==> src/rtl/core/itoa_pkg.sv <==
// Shared types and constants for the int32_to_decimal_ascii block.
// Used by the channel interfaces, the controller, the datapath and the top level.
// No dependencies.
`default_nettype none

package itoa_pkg;

   // Field widths
   localparam int unsigned VALUE_W       = 32;
   localparam int unsigned CHAR_W        = 8;
   localparam int unsigned DIGIT_W       = 4;
   localparam int unsigned NUM_DIGITS    = 10;
   localparam int unsigned BCD_W         = NUM_DIGITS * DIGIT_W;
   localparam int unsigned DIG_IDX_W     = 4;

   // Binary to BCD converter: bits consumed per cycle and cycle count
   localparam int unsigned BITS_PER_STEP = 4;
   localparam int unsigned NUM_STEPS     = VALUE_W / BITS_PER_STEP;
   localparam int unsigned STEP_CNT_W    = 3;

   // ASCII codes
   localparam logic [CHAR_W-1:0] CHAR_ZERO  = 8'd48;
   localparam logic [CHAR_W-1:0] CHAR_NINE  = 8'd57;
   localparam logic [CHAR_W-1:0] CHAR_MINUS = 8'd45;

   // Controller states
   typedef enum logic [2:0] {
      ST_IDLE,
      ST_CONV,
      ST_LEAD,
      ST_SIGN,
      ST_DIGIT
   } state_type;

   // Controller to datapath commands
   typedef struct packed {
      logic load;        // capture sign and magnitude of a new item
      logic step;        // run one converter step
      logic lead;        // point at the leading nonzero digit
      logic next_digit;  // move to the next lower digit
      logic sel_sign;    // present the minus sign on the output
   } dp_cmd_type;

   // Datapath to controller status
   typedef struct packed {
      logic neg;         // value is negative
      logic last;        // current digit is the units digit
   } dp_status_type;

endpackage

`default_nettype wire

==> src/rtl/core/itoa_req_if.sv <==
// Input channel: valid/ready handshake carrying one signed 32-bit value.
// Depends on itoa_pkg.
`default_nettype none

interface itoa_req_if;
   import itoa_pkg::*;

   logic               valid;
   logic               ready;
   logic [VALUE_W-1:0] value;

   modport source (output valid, output value, input ready);
   modport sink   (input valid, input value, output ready);
endinterface

`default_nettype wire

==> src/rtl/core/itoa_rsp_if.sv <==
// Result channel: valid/ready handshake carrying one ASCII character and its end flag.
// Depends on itoa_pkg.
`default_nettype none

interface itoa_rsp_if;
   import itoa_pkg::*;

   logic              valid;
   logic              ready;
   logic [CHAR_W-1:0] ascii_char;
   logic              last_char;

   modport source (output valid, output ascii_char, output last_char, input ready);
   modport sink   (input valid, input ascii_char, input last_char, output ready);
endinterface

`default_nettype wire

==> src/rtl/core/itoa_dp.sv <==
// Datapath: sign/magnitude capture, shift-add-3 binary to BCD converter,
// leading digit search and character output. Depends on itoa_pkg.
`default_nettype none

module itoa_dp (
   input  logic                                clock,
   input  logic [itoa_pkg::VALUE_W-1:0]        value,
   input  itoa_pkg::dp_cmd_type                cmd,
   output itoa_pkg::dp_status_type             status,
   output logic [itoa_pkg::CHAR_W-1:0]         ascii_char,
   output logic                                last_char
);
   import itoa_pkg::*;

   logic                 neg_ff, neg_in;
   logic [VALUE_W-1:0]   bin_ff, bin_in;
   logic [BCD_W-1:0]     bcd_ff, bcd_in;
   logic [DIG_IDX_W-1:0] ptr_ff, ptr_in;

   logic [VALUE_W-1:0]   mag;
   logic [VALUE_W-1:0]   bin_step;
   logic [BCD_W-1:0]     bcd_step;
   logic [DIG_IDX_W-1:0] lead_idx;
   logic [DIGIT_W-1:0]   digits [NUM_DIGITS];
   logic [DIGIT_W-1:0]   cur_digit;

   // Magnitude as unsigned negation; the most negative value maps to 2^31
   assign mag = value[VALUE_W-1] ? (~value + VALUE_W'(1)) : value;

   // Four shift-add-3 iterations per cycle
   always_comb begin
      bcd_step = bcd_ff;
      bin_step = bin_ff;
      for (int s = 0; s < BITS_PER_STEP; s++) begin
         for (int d = 0; d < NUM_DIGITS; d++) begin
            if (bcd_step[d*DIGIT_W +: DIGIT_W] >= 4'd5)
               bcd_step[d*DIGIT_W +: DIGIT_W] = bcd_step[d*DIGIT_W +: DIGIT_W] + 4'd3;
         end
         bcd_step = {bcd_step[BCD_W-2:0], bin_step[VALUE_W-1]};
         bin_step = {bin_step[VALUE_W-2:0], 1'b0};
      end
   end

   // Unpack digits and find the highest nonzero one (units if all zero)
   always_comb begin
      lead_idx = '0;
      for (int d = 0; d < NUM_DIGITS; d++) begin
         digits[d] = bcd_ff[d*DIGIT_W +: DIGIT_W];
         if (bcd_ff[d*DIGIT_W +: DIGIT_W] != '0)
            lead_idx = DIG_IDX_W'(d);
      end
   end

   // Register next values
   always_comb begin
      neg_in = neg_ff;
      bin_in = bin_ff;
      bcd_in = bcd_ff;
      ptr_in = ptr_ff;
      if (cmd.load) begin
         neg_in = value[VALUE_W-1];
         bin_in = mag;
         bcd_in = '0;
      end else if (cmd.step) begin
         bin_in = bin_step;
         bcd_in = bcd_step;
      end
      if (cmd.lead)
         ptr_in = lead_idx;
      else if (cmd.next_digit)
         ptr_in = ptr_ff - 1'b1;
   end

   always_ff @(posedge clock) begin
      neg_ff <= neg_in;
      bin_ff <= bin_in;
      bcd_ff <= bcd_in;
      ptr_ff <= ptr_in;
   end

   // Character output
   assign cur_digit  = digits[ptr_ff];
   assign ascii_char = cmd.sel_sign ? CHAR_MINUS : (CHAR_ZERO + CHAR_W'(cur_digit));
   assign last_char  = !cmd.sel_sign && (ptr_ff == '0);

   assign status.neg  = neg_ff;
   assign status.last = (ptr_ff == '0);

endmodule

`default_nettype wire

==> src/rtl/core/itoa_ctrl.sv <==
// Controller: state machine that sequences load, conversion, leading digit
// search and character output. Depends on itoa_pkg.
`default_nettype none

module itoa_ctrl (
   input  logic                    clock,
   input  logic                    reset,
   input  logic                    req_valid,
   output logic                    req_ready,
   output logic                    rsp_valid,
   input  logic                    rsp_ready,
   input  itoa_pkg::dp_status_type status,
   output itoa_pkg::dp_cmd_type    cmd
);
   import itoa_pkg::*;

   state_type             state_ff, state_in;
   logic [STEP_CNT_W-1:0] cnt_ff, cnt_in;
   logic                  conv_done;

   assign conv_done = (cnt_ff == STEP_CNT_W'(NUM_STEPS - 1));

   // Next state
   always_comb begin
      state_in = state_ff;
      case (state_ff)
         ST_IDLE:  if (req_valid) state_in = ST_CONV;
         ST_CONV:  if (conv_done) state_in = ST_LEAD;
         ST_LEAD:  state_in = status.neg ? ST_SIGN : ST_DIGIT;
         ST_SIGN:  if (rsp_ready) state_in = ST_DIGIT;
         ST_DIGIT: if (rsp_ready && status.last) state_in = ST_IDLE;
         default:  state_in = ST_IDLE;
      endcase
   end

   // Step counter runs only during conversion
   assign cnt_in = (state_ff == ST_CONV) ? cnt_ff + 1'b1 : '0;

   // Outputs
   always_comb begin
      cmd       = '0;
      req_ready = 1'b0;
      rsp_valid = 1'b0;
      case (state_ff)
         ST_IDLE: begin
            req_ready = 1'b1;
            cmd.load  = req_valid;
         end
         ST_CONV:  cmd.step = 1'b1;
         ST_LEAD:  cmd.lead = 1'b1;
         ST_SIGN: begin
            rsp_valid    = 1'b1;
            cmd.sel_sign = 1'b1;
         end
         ST_DIGIT: begin
            rsp_valid      = 1'b1;
            cmd.next_digit = rsp_ready;
         end
         default: begin
            cmd = '0;
         end
      endcase
   end

   always_ff @(posedge clock) begin
      if (reset) begin
         state_ff <= ST_IDLE;
         cnt_ff   <= '0;
      end else begin
         state_ff <= state_in;
         cnt_ff   <= cnt_in;
      end
   end

endmodule

`default_nettype wire

==> src/rtl/core/int32_to_decimal_ascii.sv <==
// Signed 32-bit integer to decimal ASCII, one character per result item.
// After an input is accepted, the converter takes four bits per step over all
// 32 bits, then the leading digit search runs; characters then go out one per
// cycle while the receiver is ready, 1 to 11 per value. A new input is taken
// only after the last character: the BCD converter and output slot are shared.
// Reset: synchronous, active high; returns the controller to idle.
`default_nettype none

module int32_to_decimal_ascii (
   input  logic       clock,
   input  logic       reset,
   itoa_req_if.sink   req_if,
   itoa_rsp_if.source rsp_if
);
   import itoa_pkg::*;

   dp_cmd_type    cmd;
   dp_status_type status;

   // Sequencer
   itoa_ctrl u_ctrl (
      .clock     (clock),
      .reset     (reset),
      .req_valid (req_if.valid),
      .req_ready (req_if.ready),
      .rsp_valid (rsp_if.valid),
      .rsp_ready (rsp_if.ready),
      .status    (status),
      .cmd       (cmd)
   );

   // Conversion datapath
   itoa_dp u_dp (
      .clock      (clock),
      .value      (req_if.value),
      .cmd        (cmd),
      .status     (status),
      .ascii_char (rsp_if.ascii_char),
      .last_char  (rsp_if.last_char)
   );

`ifndef SYNTHESIS
   // Minus sign never ends a run
   a_sign_not_last: assert property (@(posedge clock) disable iff (reset)
      rsp_if.valid && rsp_if.last_char |-> rsp_if.ascii_char != CHAR_MINUS)
      else $error("minus sign flagged as last character");

   // Only digits or a minus sign leave the block
   a_char_range: assert property (@(posedge clock) disable iff (reset)
      rsp_if.valid |-> (rsp_if.ascii_char == CHAR_MINUS) ||
                       (rsp_if.ascii_char >= CHAR_ZERO && rsp_if.ascii_char <= CHAR_NINE))
      else $error("output character out of range");

   // One item at a time: no input taken while characters are pending
   a_one_item: assert property (@(posedge clock) disable iff (reset)
      req_if.ready |-> !rsp_if.valid)
      else $error("input ready while output valid");

   // Conversion runs before any character appears
   a_conv_first: assert property (@(posedge clock) disable iff (reset)
      req_if.valid && req_if.ready |=> !rsp_if.valid && !req_if.ready)
      else $error("output or input active right after accept");
`endif

endmodule

`default_nettype wire

==> src/flat_wrapper.sv <==
// flat-port wrapper written by rule: the top's interface ports become plain ports
module int32_to_decimal_ascii_flat import itoa_pkg::*;
  (clock, reset, req_if_valid, req_if_value, req_if_ready, rsp_if_valid, rsp_if_ascii_char, rsp_if_last_char, rsp_if_ready);
  itoa_req_if req_if_i ();
  itoa_rsp_if rsp_if_i ();
  input  logic clock;
  input  logic reset;
  input wire logic [$bits(req_if_i.valid)-1:0] req_if_valid;
  input wire logic [$bits(req_if_i.value)-1:0] req_if_value;
  output wire logic [$bits(req_if_i.ready)-1:0] req_if_ready;
  output wire logic [$bits(rsp_if_i.valid)-1:0] rsp_if_valid;
  output wire logic [$bits(rsp_if_i.ascii_char)-1:0] rsp_if_ascii_char;
  output wire logic [$bits(rsp_if_i.last_char)-1:0] rsp_if_last_char;
  input wire logic [$bits(rsp_if_i.ready)-1:0] rsp_if_ready;
  assign req_if_i.valid = req_if_valid;
  assign req_if_i.value = req_if_value;
  assign req_if_ready = req_if_i.ready;
  assign rsp_if_valid = rsp_if_i.valid;
  assign rsp_if_ascii_char = rsp_if_i.ascii_char;
  assign rsp_if_last_char = rsp_if_i.last_char;
  assign rsp_if_i.ready = rsp_if_ready;
  int32_to_decimal_ascii u_core (.clock(clock), .reset(reset), .req_if(req_if_i), .rsp_if(rsp_if_i));
endmodule
==> config.mk <==
export PLATFORM = sky130hd
export DESIGN_NAME = int32_to_decimal_ascii_flat
export DESIGN_NICKNAME = d
export VERILOG_FILES = /design/src/rtl/core/itoa_pkg.sv /design/src/rtl/core/itoa_req_if.sv /design/src/rtl/core/itoa_rsp_if.sv /design/src/rtl/core/itoa_dp.sv /design/src/rtl/core/itoa_ctrl.sv /design/src/rtl/core/int32_to_decimal_ascii.sv /design/src/flat_wrapper.sv
export SDC_FILE = /design/constraint.sdc
export NUM_CORES = 1
export LEC_CHECK = 0
export BUFFER_PORTS_ARGS = -buffer_cell sky130_fd_sc_hd__buf_2
export CORE_MARGIN = 5
export CORE_UTILIZATION = 40
export DETAILED_ROUTE_END_ITERATION = 8
export GPL_TIMING_DRIVEN = 0
export PLACE_DENSITY_LB_ADDON = 0.2
export SYNTH_ARGS = -nofsm -noshare
export SYNTH_HDL_FRONTEND = slang
export SYNTH_SLANG_ARGS = --single-unit
==> constraint.sdc <==
create_clock -name clock -period 10.55 [get_ports clock]
set_clock_uncertainty 0.05 [all_clocks]
set_input_delay 2.11 -clock clock [delete_from_list [all_inputs] [get_ports clock]]
set_output_delay 2.11 -clock clock [all_outputs]
set_load 0.01 [all_outputs]
==> summary.log, run 1 <==
qor: placed_design.gp_congestion 0.866
qor: sta.finalHoldViolations 0
qor: cells_and_area.n_antenna_cell 0
qor: yosys.share_of_the_synthesized_netlist_area_taken_by_xor_and_xnor_gates 5.14%
qor: yosys.synth_top_family_by_area compound AO/OA/AOI/OAI gates
qor: yosys.post_synth_fa_ha_maj_area_fraction 5.95%
qor: clock_network.cts.root.buffer_cell sky130_fd_sc_hd__clkbuf_16
qor: drt.detail_route.wirelength 25.4 mm
qor: cells_and_area.area.growth.synth_to_final 9.82%
qor: yosys.synth.cell_area 9130 um^2
qor: yosys.yosysWarnings 0
qor: sta.grt_setup_unrepaired false
qor: placed_design.buffer_ports.inserted 43
qor: floorplan.die_height 161 um
qor: clock_network.tritoncts.num_buffers 9
qor: floorplan.floorplan.core_area 22600 um^2
qor: worst_setup_path.worstPathRequired 8.39 ns
qor: global_route.global_route_wire_length_before_repair 42.0 mm
qor: sta.tightestPinTransition 1.29 ns
qor: cells_and_area.final_layout_size_suffix_gt1_share 11.6%
qor: worst_setup_path.setup.worst_path.start u_core.u_dp.ptr_ff[0]$_DFFE_PP_
qor: floorplan.die_w 161 um
qor: min_path.holdCritPathClass flop to flop
qor: clock_network.cts_htree_levels 3
qor: drt.drc 0
qor: cells_and_area.nets 1315
qor: yosys.asyncSetResetFlopFracSynth 0%
qor: yosys.synthTopCellsByArea sky130_fd_sc_hd__edfxtp_1 12%, sky130_fd_sc_hd__dfxtp_1 10%, sky130_fd_sc_hd__nand2_1 5.6%
qor: yosys.yosys.area_share.simple 23.4%
qor: yosys.netlist.area_leader.share 12.2%
qor: worst_setup_path.critical_path.reg2reg.startpoint u_core.u_dp.bcd_ff[32]$_SDFFE_PP0P_
qor: sta.finalSetupTns 0 ns
qor: global_route.grt_util_all_layers 19.2%
qor: yosys.postSynthAreaPerCell 7.70 um^2
qor: yosys.synth.distinct_cells 104
qor: drt.first_iter_violations 734
qor: yosys.dominantRegCellSynth sky130_fd_sc_hd__dfxtp_1
qor: yosys.synth_compound_gate_area_share 30.5%
qor: clock_network.cts.repair_timing.setup_buffer_count 0
qor: worst_setup_path.worst-path-max-fanout 10
qor: clock_network.cts.sink_count 83
qor: yosys.synthCells 1186
qor: outcome.status finished, final reports clean
qor: drt.routedWlPerCell 16.6 um
qor: flow_run.cap_viol_max_count 0
qor: cells_and_area.most_common_cell_after_layout_fill_and_taps_aside sky130_fd_sc_hd__nand2_1
qor: clock_network.tritoncts done
qor: global_route.initial_antenna_violation_count 0
qor: clock_network.holdBufCountCts 0
qor: yosys.yosys.area.top_type sky130_fd_sc_hd__edfxtp_1
qor: sta.worst_slew_margin_rel 13.5%
qor: global_route.grt_max_degree 36
qor: drt.detailroute.via_count 9144
qor: sta.slew_viol_final 0
qor: worst_setup_path.worst_setup_path_start_kind flop
qor: worst_setup_path.cp.arrival 2.79 ns
qor: sta.finalSetupViolations 0
qor: worst_setup_path.critical_path_start_end_classification flop to output pin
qor: worst_setup_path.critical_path.endpoint_type output pin
qor: clock_network.worst_skew_pair.late_latency 0.36 ns
qor: drt.drt_first_pass_iters 5
qor: floorplan.initial_core_utilization 40.4%
qor: drt.routed_via_density 5.97
qor: drt.drt.antenna.violating_nets 0
qor: cells_and_area.most-common-layout-cells 137 x sky130_fd_sc_hd__nand2_1, 91 x sky130_fd_sc_hd__o21ai_0, 87 x sky130_fd_sc_hd__nor2_1
qor: cells_and_area.fillCellCount 2288
qor: yosys.seq_area_frac_synth 22.3%
qor: clock_network.clockBufferDepth 2
qor: floorplan.ios 47
qor: global_route.first_global_vias 8330
qor: floorplan.core.rowCount 55
qor: min_path.hp-start u_core.u_ctrl.cnt_ff[0]$_SDFF_PP0_
qor: yosys.synth_edf_count 37
qor: yosys.synth-seq-cells 83
qor: clock_network.number_of_gates_resized_after_cts 0
qor: floorplan.dieArea 25900 um^2
qor: clock_network.cts.reportedPaths.clkPinSlew 0.07 ns
qor: global_route.grt_remaining_overflow 0
qor: sta.timing.final.crit_period 4.95 ns
qor: placed_design.dpl.hpwl 19.5 mm
qor: sta.layout_worst_path_cycle_share 46.9%
qor: sta.fmax 202 MHz
qor: yosys.synth.area.mux_share 7.39%
[cell families after synthesis]
logic type               count (synthesis)
AND/OR/NAND/NOR                        435
AO/OA/AOI/OAI                          402
buffers and inverters                  116
flip-flops                              83
multiplexers                            52
XOR/XNOR                                51
adder cells (fa/ha/maj)                 45
other                                    2
[flip-flops by register name, indices dropped and copies added (netlist names)]
name	flops
u_core.u_ctrl.cnt_ff	3
u_core.u_ctrl.state_ff	3
u_core.u_dp.bcd_ff	40
u_core.u_dp.bin_ff	32
u_core.u_dp.neg_ff	1
u_core.u_dp.ptr_ff	4
[area by class of cell]
class	instances	area, um^2	share of cell area [%]
Multi-Input combinational cell	988	6620	66.0
Sequential cell	83	2030	20.3
Tap cell	285	357	3.56
Buffer	68	305	3.05
Timing Repair Buffer	44	235	2.35
Clock buffer	9	225	2.25
Inverter	48	180	1.80
Clock inverter	7	73.8	0.736
[critical path, stage by stage (launching register included)]
cell and delay [ns]:
sky130_fd_sc_hd__edfxtp_1 0.32, sky130_fd_sc_hd__clkbuf_1 0.36, sky130_fd_sc_hd__buf_1 0.59, sky130_fd_sc_hd__mux4_2 0.61, sky130_fd_sc_hd__mux2i_1 0.17, sky130_fd_sc_hd__o221ai_1 0.18, sky130_fd_sc_hd__buf_2 0.19
[through the flow]
stage | hold WS [ns] | cell area, um^2 | util, % | setup WS, ns | instances
4_1_cts | 0.389 | 10000 | 44.4 | 5.57 | 1532
5_1_grt | 0.407 | 10000 | 44.4 | 5.38 | 1532
3_3_place_gp | 0.376 | 9700 | 43.0 | 5.09 | 1515
3_5_place_dp | 0.379 | 9720 | 43.1 | 5.72 | 1516
6_report | 0.384 | 10000 | 44.4 | 5.60 | 1532
2_1_floorplan | 0.355 | 9130 | - | 6.05 | 1187
[metal layers]
layer / routed length [um] / global-route usage, %
met3: 975 / 2.32
met1: 12000 / 26.0
met4: 273 / 4.11
met5: 0 / 0
met2: 12200 / 33.2
[Yosys cell counts, types with 6 or more instances]
cell	n
sky130_fd_sc_hd__clkbuf_1	47
sky130_fd_sc_hd__o21ai_0	91
sky130_fd_sc_hd__a211oi_1	11
sky130_fd_sc_hd__nand2b_1	22
sky130_fd_sc_hd__nor3_1	33
sky130_fd_sc_hd__or4_1	6
sky130_fd_sc_hd__o211ai_1	28
sky130_fd_sc_hd__o41ai_1	6
sky130_fd_sc_hd__nand4_1	14
sky130_fd_sc_hd__xor2_1	29
sky130_fd_sc_hd__nor2b_1	12
sky130_fd_sc_hd__a21o_1	6
sky130_fd_sc_hd__mux2i_1	27
sky130_fd_sc_hd__o21ai_1	19
sky130_fd_sc_hd__nor2_1	87
sky130_fd_sc_hd__buf_2	9
sky130_fd_sc_hd__edfxtp_1	37
sky130_fd_sc_hd__a221oi_1	7
sky130_fd_sc_hd__a22oi_1	11
sky130_fd_sc_hd__a211o_1	11
sky130_fd_sc_hd__dfxtp_1	46
sky130_fd_sc_hd__xnor2_1	19
sky130_fd_sc_hd__o2111ai_1	6
sky130_fd_sc_hd__and2_1	17
sky130_fd_sc_hd__inv_1	44
sky130_fd_sc_hd__a31oi_1	14
sky130_fd_sc_hd__a32oi_1	6
sky130_fd_sc_hd__o31ai_1	25
sky130_fd_sc_hd__o21a_1	9
sky130_fd_sc_hd__maj3_1	8
sky130_fd_sc_hd__o221ai_1	8
sky130_fd_sc_hd__buf_4	6
sky130_fd_sc_hd__and3_1	8
sky130_fd_sc_hd__mux4_2	8
sky130_fd_sc_hd__or3_1	16
sky130_fd_sc_hd__nand3_1	43
sky130_fd_sc_hd__a2bb2oi_1	6
sky130_fd_sc_hd__o22ai_1	12
sky130_fd_sc_hd__ha_1	37
sky130_fd_sc_hd__nor3b_1	8
sky130_fd_sc_hd__a21oi_1	68
sky130_fd_sc_hd__mux2_2	9
sky130_fd_sc_hd__nand2_1	137
[final timing paths]
check,to,slack [ns],cells after the start
min reg2reg,u_core.u_ctrl.cnt_ff[0]$_SDFF_PP0_,0.38,1
max,rsp_if_ascii_char[2],5.60,6
max reg2reg,u_core.u_dp.bcd_ff[37]$_SDFFE_PP0P_,6.32,20
min,u_core.u_ctrl.cnt_ff[0]$_SDFF_PP0_,0.38,1
Power of run 1 is left out: the tool's default activity adds up to more than one toggle a clock period on the data nets, which glitch-free logic cannot reach.
==> run 2: changes to the inputs <==
--- a/config.mk
+++ b/config.mk
@@ -5,6 +5,7 @@
 export SDC_FILE = /design/constraint.sdc
 export NUM_CORES = 1
 export LEC_CHECK = 0
+export ABC_AREA = 1
 export BUFFER_PORTS_ARGS = -buffer_cell sky130_fd_sc_hd__buf_2
 export CORE_MARGIN = 5
 export CORE_UTILIZATION = 40
==> constraint.sdc (replaced) <==
create_clock -name clock -period 4.6 [get_ports clock]
set_clock_uncertainty 0.05 [all_clocks]
set_input_delay 0.92 -clock clock [delete_from_list [all_inputs] [get_ports clock]]
set_output_delay 0.92 -clock clock [all_outputs]
set_load 0.01 [all_outputs]
==> run 2 against run 1 <==
Sequential cell count did not move. Die area fell by 7.5%. Worst hold slack worse by 0.0090 ns. Non-clock buffer count decreased by 41. Clock-buffer cell count did not move. Utilization rose by 0.13 points. Final cell count is 8.4% higher. Critical path type is now flop to flop. Critical endpoint is now u_core.u_dp.bcd_ff[37]$_SDFFE_PP0P_.
==> summary.log, run 2 <==
qor: worst_setup_path.setup.reg_to_reg.worst_slack 0.87 ns [-5.45 ns]
qor: yosys.dominantRegCellSynth sky130_fd_sc_hd__dfxtp_1
qor: cells_and_area.final_layout_size_suffix_gt1_share 17.2% [+5.6 points]
qor: sta.fmax 268 MHz
qor: outcome.status finished, final reports clean
qor: flow_run.cap_viol_max_count 0 [unchanged]
qor: floorplan.ios 47 [unchanged]
qor: worst_setup_path.reg2reg_depth 29 [+45%]
qor: worst_setup_path.critical_path_start_end_classification flop to flop
qor: clock_network.cts_htree_levels 3 [unchanged]
qor: clock_network.cts.sink_count 83 [unchanged]
qor: yosys.synth_most_common_cell sky130_fd_sc_hd__nand2_1
qor: clock_network.holdBufCountCts 0 [unchanged]
qor: global_route.first_global_vias 7551 [-9.4%]
qor: clock_network.cts.root.buffer_cell sky130_fd_sc_hd__clkbuf_16
qor: floorplan.die_w 155 um [-3.8%]
qor: clock_network.tritoncts done
qor: clock_network.cts.reportedPaths.clkPinSlew 0.07 ns [about the same]
qor: global_route.globalRouteMet3Util 2.28% [-0.041 points]
qor: global_route.grt_util_all_layers 17.9% [-1.3 points]
qor: floorplan.die_height 155 um [-3.8%]
qor: worst_setup_path.worst-path-max-fanout 5 [-5]
qor: worst_setup_path.crit_path_frequent_cell sky130_fd_sc_hd__nand2_1
qor: floorplan.initial_core_utilization 40.3% [-0.12 points]
qor: global_route.met2_usage 29.1% [-4.1 points]
qor: yosys.synth.cell_area 8400 um^2 [-8.0%]
qor: cells_and_area.finish.cell_count_without_fillers 1660 [+8.4%]
qor: placed_design.dpl.hpwl 17.3 mm [-11%]
qor: worst_setup_path.crit-reg2reg-capture u_core.u_dp.bcd_ff[37]$_SDFFE_PP0P_
qor: placed_design.dp_cells 1644 [+8.4%]
qor: worst_setup_path.cp.arrival 3.94 ns [+1.15 ns]
qor: worst_setup_path.endpoint u_core.u_dp.bcd_ff[37]$_SDFFE_PP0P_
qor: sta.layout_worst_path_cycle_share 81.2%
qor: yosys.yosys-top-cells-count 371 x sky130_fd_sc_hd__nand2_1, 177 x sky130_fd_sc_hd__inv_1, 132 x sky130_fd_sc_hd__nand3_1
qor: sta.timing.final.crit_period 3.73 ns
qor: sta.slew_viol_final 0 [unchanged]
qor: clock_network.clockBufferDepth 2 [unchanged]
qor: cells_and_area.most-common-layout-cells 371 x sky130_fd_sc_hd__nand2_1, 177 x sky130_fd_sc_hd__inv_1, 132 x sky130_fd_sc_hd__nand3_1
qor: drt.detail_route.wirelength 21.7 mm [-15%]
qor: global_route.top_usage_layer met2
qor: cells_and_area.area.growth.synth_to_final 10.5%
qor: clock_network.tritoncts.num_buffers 9 [unchanged]
qor: drt.drt_first_pass_iters 5 [unchanged]
qor: global_route.grt_remaining_overflow 0 [unchanged]
qor: floorplan.core.rowCount 53 [-3.6%]
qor: yosys.synthCells 1324 [+12%]
qor: sta.tightestPinTransition 0.743 ns [-0.544 ns]
qor: yosys.synth_edf_count 37 [unchanged]
qor: drt.routed_via_density 5.04 [-16%]
qor: cells_and_area.nets 1453 [+10%]
qor: placed_design.detailedPlace.worstSlack 0.869 ns [-4.86 ns]
qor: yosys.synth-seq-cells 83 [unchanged]
qor: drt.routedWlPerCell 13.1 um [-21%]
qor: cells_and_area.layout_top_registers u_core.u_dp.bcd_ff: 40 flops, u_core.u_dp.bin_ff: 32 flops, u_core.u_dp.ptr_ff: 4 flops
qor: cells_and_area.most_common_cell_after_layout_fill_and_taps_aside sky130_fd_sc_hd__nand2_1
qor: cells_and_area.fin_util 44.5% [+0.13 points]
qor: yosys.netlist.area_leader.share 16.6% [+4.4 points]
qor: global_route.met1_usage 25.1% [-0.85 points]
qor: global_route.grt_max_degree 36 [unchanged]
qor: drt.drc 0 [unchanged]
qor: drt.drt.antenna.violating_nets 0 [unchanged]
qor: sta.finalHoldViolations 0 [unchanged]
qor: floorplan.dieArea 24000 um^2 [-7.5%]
qor: drt.first_iter_violations 441 [-40%]
qor: worst_setup_path.setup.worst_path.start u_core.u_dp.bcd_ff[32]$_SDFFE_PP0P_
qor: min_path.holdCritPathClass flop to flop
qor: worst_setup_path.critical_path_max_stage_delay 0.37 ns [-0.24 ns]
qor: sta.worst_slew_margin_rel 50.3% [+37 points]
qor: floorplan.floorplan.core_area 20800 um^2 [-7.7%]
qor: worst_setup_path.worst_setup_path_start_kind flop
qor: global_route.initial_antenna_violation_count 0 [unchanged]
qor: worst_setup_path.critical_path.reg2reg.startpoint u_core.u_dp.bcd_ff[32]$_SDFFE_PP0P_
qor: worst_setup_path.worst_path_max_delay_cell sky130_fd_sc_hd__dfxtp_1
qor: cells_and_area.n_antenna_cell 0 [unchanged]
qor: sta.grt_setup_unrepaired false
qor: yosys.postSynthAreaPerCell 6.34 um^2 [-18%]
qor: sta.timing.hold.ws 0.375 ns [-0.00895 ns]
qor: yosys.synth.distinct_cells 46 [-56%]
qor: yosys.yosys.area.top_type sky130_fd_sc_hd__nand2_1
qor: cells_and_area.max_reg_flops 40 [unchanged]
qor: clock_network.number_of_gates_resized_after_cts 0 [unchanged]
qor: cells_and_area.fillCellCount 2227 [-2.7%]
qor: cells_and_area.largest_register u_core.u_dp.bcd_ff
qor: yosys.synthTopCellsByArea sky130_fd_sc_hd__nand2_1 17%, sky130_fd_sc_hd__edfxtp_1 13%, sky130_fd_sc_hd__dfxtp_1 11%
qor: clock_network.cts.repair_timing.setup_buffer_count 0 [unchanged]
qor: sta.worst_slack 0.867 ns [-4.73 ns]
qor: yosys.seq_area_frac_synth 24.2% [+1.9 points]
qor: clock_network.worst_skew_pair.late_latency 0.36 ns [about the same]
qor: worst_setup_path.critical_path.endpoint_type flop
qor: drt.detailroute.via_count 8367 [-8.5%]
qor: placed_design.buffer_ports.inserted 43 [unchanged]
qor: worst_setup_path.worstPathRequired 4.80 ns [-3.59 ns]
qor: sta.finalSetupViolations 0 [unchanged]
qor: yosys.asyncSetResetFlopFracSynth 0% [unchanged]
qor: global_route.global_route_wire_length_before_repair 35.7 mm [-15%]
qor: placed_design.gp_congestion 0.858 [-0.92%]
qor: yosys.yosysWarnings 0 [unchanged]
run 2: changes by cell type after synthesis, moves of 19 or more:
| cell | before | now |
|---|---|---|
| sky130_fd_sc_hd__nand2_1 | 137 | 371 |
| sky130_fd_sc_hd__inv_1 | 44 | 177 |
| sky130_fd_sc_hd__nand3_1 | 43 | 132 |
| sky130_fd_sc_hd__nand2_2 | 1 | 75 |
| sky130_fd_sc_hd__nand3_2 | 0 | 30 |
| sky130_fd_sc_hd__clkbuf_1 | 47 | 19 |
| sky130_fd_sc_hd__mux2i_1 | 27 | 0 |
| sky130_fd_sc_hd__nor3_1 | 33 | 9 |
| sky130_fd_sc_hd__o31ai_1 | 25 | 2 |
| sky130_fd_sc_hd__a21oi_1 | 68 | 46 |
| sky130_fd_sc_hd__nand2b_1 | 22 | 1 |
| sky130_fd_sc_hd__nor2_1 | 87 | 66 |
| sky130_fd_sc_hd__o211ai_1 | 28 | 7 |
| sky130_fd_sc_hd__inv_2 | 4 | 23 |
run 2: metrics by stage:
stage,cell area (um^2),TNS (ns)
6_report,9270,0
3_3_place_gp,8960,-3.78
5_1_grt,9270,0
2_1_floorplan,8400,0
3_5_place_dp,8980,0
4_1_cts,9270,0
run 2: per-layer routing:
layer	routed length (um)	part of all wire [%]
met1	10700	50
met2	9660	45
met3	937	4.3
met4	360	1.7
met5	0	0
run 2: kinds of logic (layout without fill, tap and decap cells):
logic type / Yosys count / in the layout / share of synthesized area (%)
buffers and inverters: 231 / 291 / 10.5
and+or+nand+nor: 747 / 747 / 43.0
adders and majority gates: 37 / 37 / 5.51
other: 2 / 3 / 0.0895
xor gates and xnor gates: 34 / 34 / 3.55
DFF: 83 / 83 / 24.2
AOI/OAI and AO/OA: 190 / 190 / 13.1
run 2: worst min path at each step:
stage | start | cells after the start | slack, ns | endpoint
finish | u_core.u_ctrl.cnt_ff[0]$_SDFF_PP0_ | 1 | 0.37 | u_core.u_ctrl.cnt_ff[0]$_SDFF_PP0_
global placement | u_core.u_ctrl.cnt_ff[0]$_SDFF_PP0_ | 1 | 0.36 | u_core.u_ctrl.cnt_ff[0]$_SDFF_PP0_
floorplan | u_core.u_ctrl.cnt_ff[0]$_SDFF_PP0_ | 1 | 0.35 | u_core.u_ctrl.cnt_ff[0]$_SDFF_PP0_
global route | u_core.u_ctrl.cnt_ff[0]$_SDFF_PP0_ | 1 | 0.39 | u_core.u_ctrl.cnt_ff[0]$_SDFF_PP0_
detailed placement | u_core.u_ctrl.cnt_ff[0]$_SDFF_PP0_ | 1 | 0.37 | u_core.u_ctrl.cnt_ff[0]$_SDFF_PP0_
CTS | u_core.u_ctrl.cnt_ff[0]$_SDFF_PP0_ | 1 | 0.38 | u_core.u_ctrl.cnt_ff[0]$_SDFF_PP0_
run 2: cell type report:
cell class	instances	area (um^2)	share of cell area, %
buffer	27	120	1.30
clock inverter	7	68.8	0.742
clock buffer	9	225	2.43
sequential	83	2030	21.9
tap	275	344	3.71
timing repair buffer	44	235	2.54
multi-input combinational	1011	5480	59.1
inverter	204	766	8.26
run 2: critical path, delay by kind of cell (launching register included):
kind | cells | cell delay [ns]
xor+xnor | 1 | 0.25
fa+ha+maj | 4 | 0.74
buf+inv | 7 | 0.44
flops | 1 | 0.37
simple gates | 17 | 1.78
Power of run 2 is left out for the same reason.
==> run 3: changes to the inputs <==
==> constraint.sdc (replaced) <==
create_clock -name clock -period 3.4 [get_ports clock]
set_clock_uncertainty 0.05 [all_clocks]
set_input_delay 0.68 -clock clock [delete_from_list [all_inputs] [get_ports clock]]
set_output_delay 0.68 -clock clock [all_outputs]
set_load 0.01 [all_outputs]
==> run 3 against run 2 <==
Via count increased by 1.2%. Clock-buffer cell count did not move. Die area stayed put. Worst hold slack barely moved. Routed wire length is 2.9% higher. Critical path type unchanged.
==> summary.log, run 3 (synthesis gave the netlist of run 2 again) <==
qor: sta.tightestPinTransition 0.739 ns [-0.00420 ns]
qor: global_route.initial_antenna_violation_count 0 [unchanged]
qor: drt.routed_via_density 5.04 [about the same]
qor: cells_and_area.most-common-layout-cells 362 x sky130_fd_sc_hd__nand2_1, 169 x sky130_fd_sc_hd__inv_1, 128 x sky130_fd_sc_hd__nand3_1
qor: placed_design.postPlaceCellArea 8980 um^2 [unchanged]
qor: global_route.global_route_wire_length_before_repair 36.3 mm [+1.4%]
qor: clock_network.clockBufferDepth 2 [unchanged]
qor: cells_and_area.final_layout_size_suffix_gt1_share 21.2% [+4.0 points]
qor: cells_and_area.n_antenna_cell 0 [unchanged]
qor: global_route.grt_remaining_overflow 0 [unchanged]
qor: worst_setup_path.worst_path_max_delay_cell sky130_fd_sc_hd__dfxtp_2
qor: cells_and_area.finish.instance_area 9630 um^2 [+3.8%]
qor: drt.routedWlPerCell 13.3 um [+1.6%]
qor: min_path.hp-start u_core.u_ctrl.cnt_ff[0]$_SDFF_PP0_
qor: sta.finalSetupViolations 0 [unchanged]
qor: worst_setup_path.critical_path_start_end_classification flop to flop
qor: worst_setup_path.reg2reg_depth 28 [-3.4%]
qor: global_route.first_global_vias 7648 [+1.3%]
qor: cells_and_area.most_common_cell_after_layout_fill_and_taps_aside sky130_fd_sc_hd__nand2_1
qor: worst_setup_path.critical_path.endpoint_type flop
qor: drt.detailroute.via_count 8471 [+1.2%]
qor: cells_and_area.area.growth.synth_to_final 14.7%
qor: floorplan.die_height 155 um [unchanged]
qor: outcome.status finished, final reports clean
qor: min_path.timing.hold.worst_endpoint u_core.u_ctrl.cnt_ff[0]$_SDFF_PP0_
qor: cells_and_area.layout_top_registers u_core.u_dp.bcd_ff: 40 flops, u_core.u_dp.bin_ff: 32 flops, u_core.u_dp.ptr_ff: 4 flops
qor: worst_setup_path.critical_path_max_stage_delay 0.34 ns [-0.03 ns]
qor: worst_setup_path.crit_path_frequent_cell sky130_fd_sc_hd__nand2_2
qor: worst_setup_path.critical_path.reg2reg.startpoint u_core.u_dp.bcd_ff[36]$_SDFFE_PP0P_
qor: placed_design.dpl.hpwl 17.3 mm [unchanged]
qor: worst_setup_path.crit-reg2reg-capture u_core.u_dp.bcd_ff[37]$_SDFFE_PP0P_
qor: sta.slew_viol_final 0 [unchanged]
qor: floorplan.floorplan.core_area 20800 um^2 [unchanged]
qor: cells_and_area.seqCellArea 2040 um^2 [+0.49%]
qor: flow_run.cap_viol_max_count 0 [unchanged]
qor: sta.finalHoldViolations 0 [unchanged]
qor: sta.fmax 305 MHz [+14%]
qor: min_path.holdCritPathClass flop to flop
qor: cells_and_area.nets 1475 [+1.5%]
qor: placed_design.buffer_ports.inserted 43 [unchanged]
qor: drt.drt_first_pass_iters 5 [unchanged]
qor: worst_setup_path.worstPathRequired 3.60 ns [-1.20 ns]
qor: global_route.grt_util_all_layers 18.2% [+0.25 points]
qor: floorplan.ios 47 [unchanged]
qor: sta.timing.final.crit_period 3.27 ns [-0.459 ns]
qor: worst_setup_path.setup.worst_path.start u_core.u_dp.bcd_ff[36]$_SDFFE_PP0P_
qor: drt.drt.antenna.violating_nets 0 [unchanged]
qor: clock_network.cts.root.buffer_cell sky130_fd_sc_hd__clkbuf_16
qor: worst_setup_path.cp.arrival 3.48 ns [-0.46 ns]
qor: cells_and_area.fillCellCount 2187 [-1.8%]
qor: clock_network.holdBufCountCts 0 [unchanged]
qor: drt.detail_route.wirelength 22.3 mm [+2.9%]
qor: floorplan.core.rowCount 53 [unchanged]
qor: cells_and_area.finish.cell_count_without_fillers 1682 [+1.3%]
qor: clock_network.tritoncts.num_buffers 9 [unchanged]
qor: clock_network.tritoncts done
qor: drt.drc 0 [unchanged]
qor: clock_network.worst_skew_pair.late_latency 0.36 ns [about the same]
qor: sta.worst_slew_margin_rel 50.8% [+0.46 points]
qor: sta.timing.hold.ws 0.375 ns [-0.000143 ns]
qor: cells_and_area.multi_input_area 5650 um^2 [+3.0%]
qor: floorplan.dieArea 24000 um^2 [unchanged]
qor: clock_network.cts.sink_count 83 [unchanged]
qor: worst_setup_path.worst_setup_path_start_kind flop
qor: cells_and_area.largest_register u_core.u_dp.bcd_ff
qor: floorplan.die_w 155 um [unchanged]
qor: placed_design.gp_congestion 0.858 [unchanged]
qor: worst_setup_path.worst-path-max-fanout 4 [-1]
qor: placed_design.dp_cells 1644 [unchanged]
qor: clock_network.cts.reportedPaths.clkPinSlew 0.07 ns [about the same]
qor: clock_network.cts_htree_levels 3 [unchanged]
qor: worst_setup_path.setup.reg_to_reg.worst_slack 0.13 ns [-0.74 ns]
qor: floorplan.initial_core_utilization 40.3% [unchanged]
qor: min_path.number_of_instances_on_the_worst_hold_path 1 [unchanged]
qor: sta.layout_worst_path_cycle_share 96.3% [+15 points]
qor: global_route.grt_max_degree 36 [unchanged]
qor: cells_and_area.max_reg_flops 40 [unchanged]
qor: drt.first_iter_violations 462 [+4.8%]
[run 3: cell types whose count changed in the layout (fill, tap and decap cells not counted), sizes merged]
cell,change
buf,+22
[run 3: worst max path at each step]
stage / endpoint / slack (ns)
floorplan: u_core.u_dp.bcd_ff[37]$_SDFFE_PP0P_ / 0.05
global placement: u_core.u_dp.bin_ff[15]$_DFFE_PP_ / -1.07
detailed placement: u_core.u_dp.bcd_ff[37]$_SDFFE_PP0P_ / -0.33
CTS: u_core.u_dp.bcd_ff[37]$_SDFFE_PP0P_ / 0.01
global route: u_core.u_dp.bcd_ff[37]$_SDFFE_PP0P_ / -0.16
finish: u_core.u_dp.bcd_ff[37]$_SDFFE_PP0P_ / 0.13
[run 3: area by class of cell]
class | count | area share (%)
buffer | 27 | 1.25
clock buffer | 9 | 2.34
sequential | 83 | 21.2
tap | 275 | 3.57
timing repair buffer | 66 | 4.20
clock inverter | 7 | 0.715
inverter | 204 | 8.06
multi-input combinational | 1011 | 58.7
[run 3: critical path: cells and delay by family (launching register included)]
family,cells,cell delay [ns]
xor+xnor,1,0.18
fa+ha+maj,4,0.64
buf+inv,6,0.27
flops,1,0.34
simple gates,17,1.68
[run 3: routing by layer]
| layer | GRT usage (%) | part of all wire (%) |
|---|---|---|
| met4 | 4.79 | 1.4 |
| met2 | 29.9 | 45 |
| met1 | 25.1 | 49 |
| met5 | 0 | 0 |
| met3 | 2.39 | 4.2 |
[run 3: stage by stage]
stage	worst slack (ns)	setup TNS, ns	utilization [%]
floorplan	0.0506	0	-
global placement	-1.07	-43.70	43.0
detailed placement	-0.331	-0.593	43.1
CTS	0.0111	0	45.2
global route	-0.159	-0.215	46.2
finish	0.126	0	46.2
[run 3: what timing repair did]
action | CTS | global route
pin swaps | 9 | 11
setup endpoints to repair | 2 | 2
gates cloned | 0 | 0
buffers inserted | 11 | 11
gates resized for setup | 20 | 35
Power of run 3 is left out for the same reason.
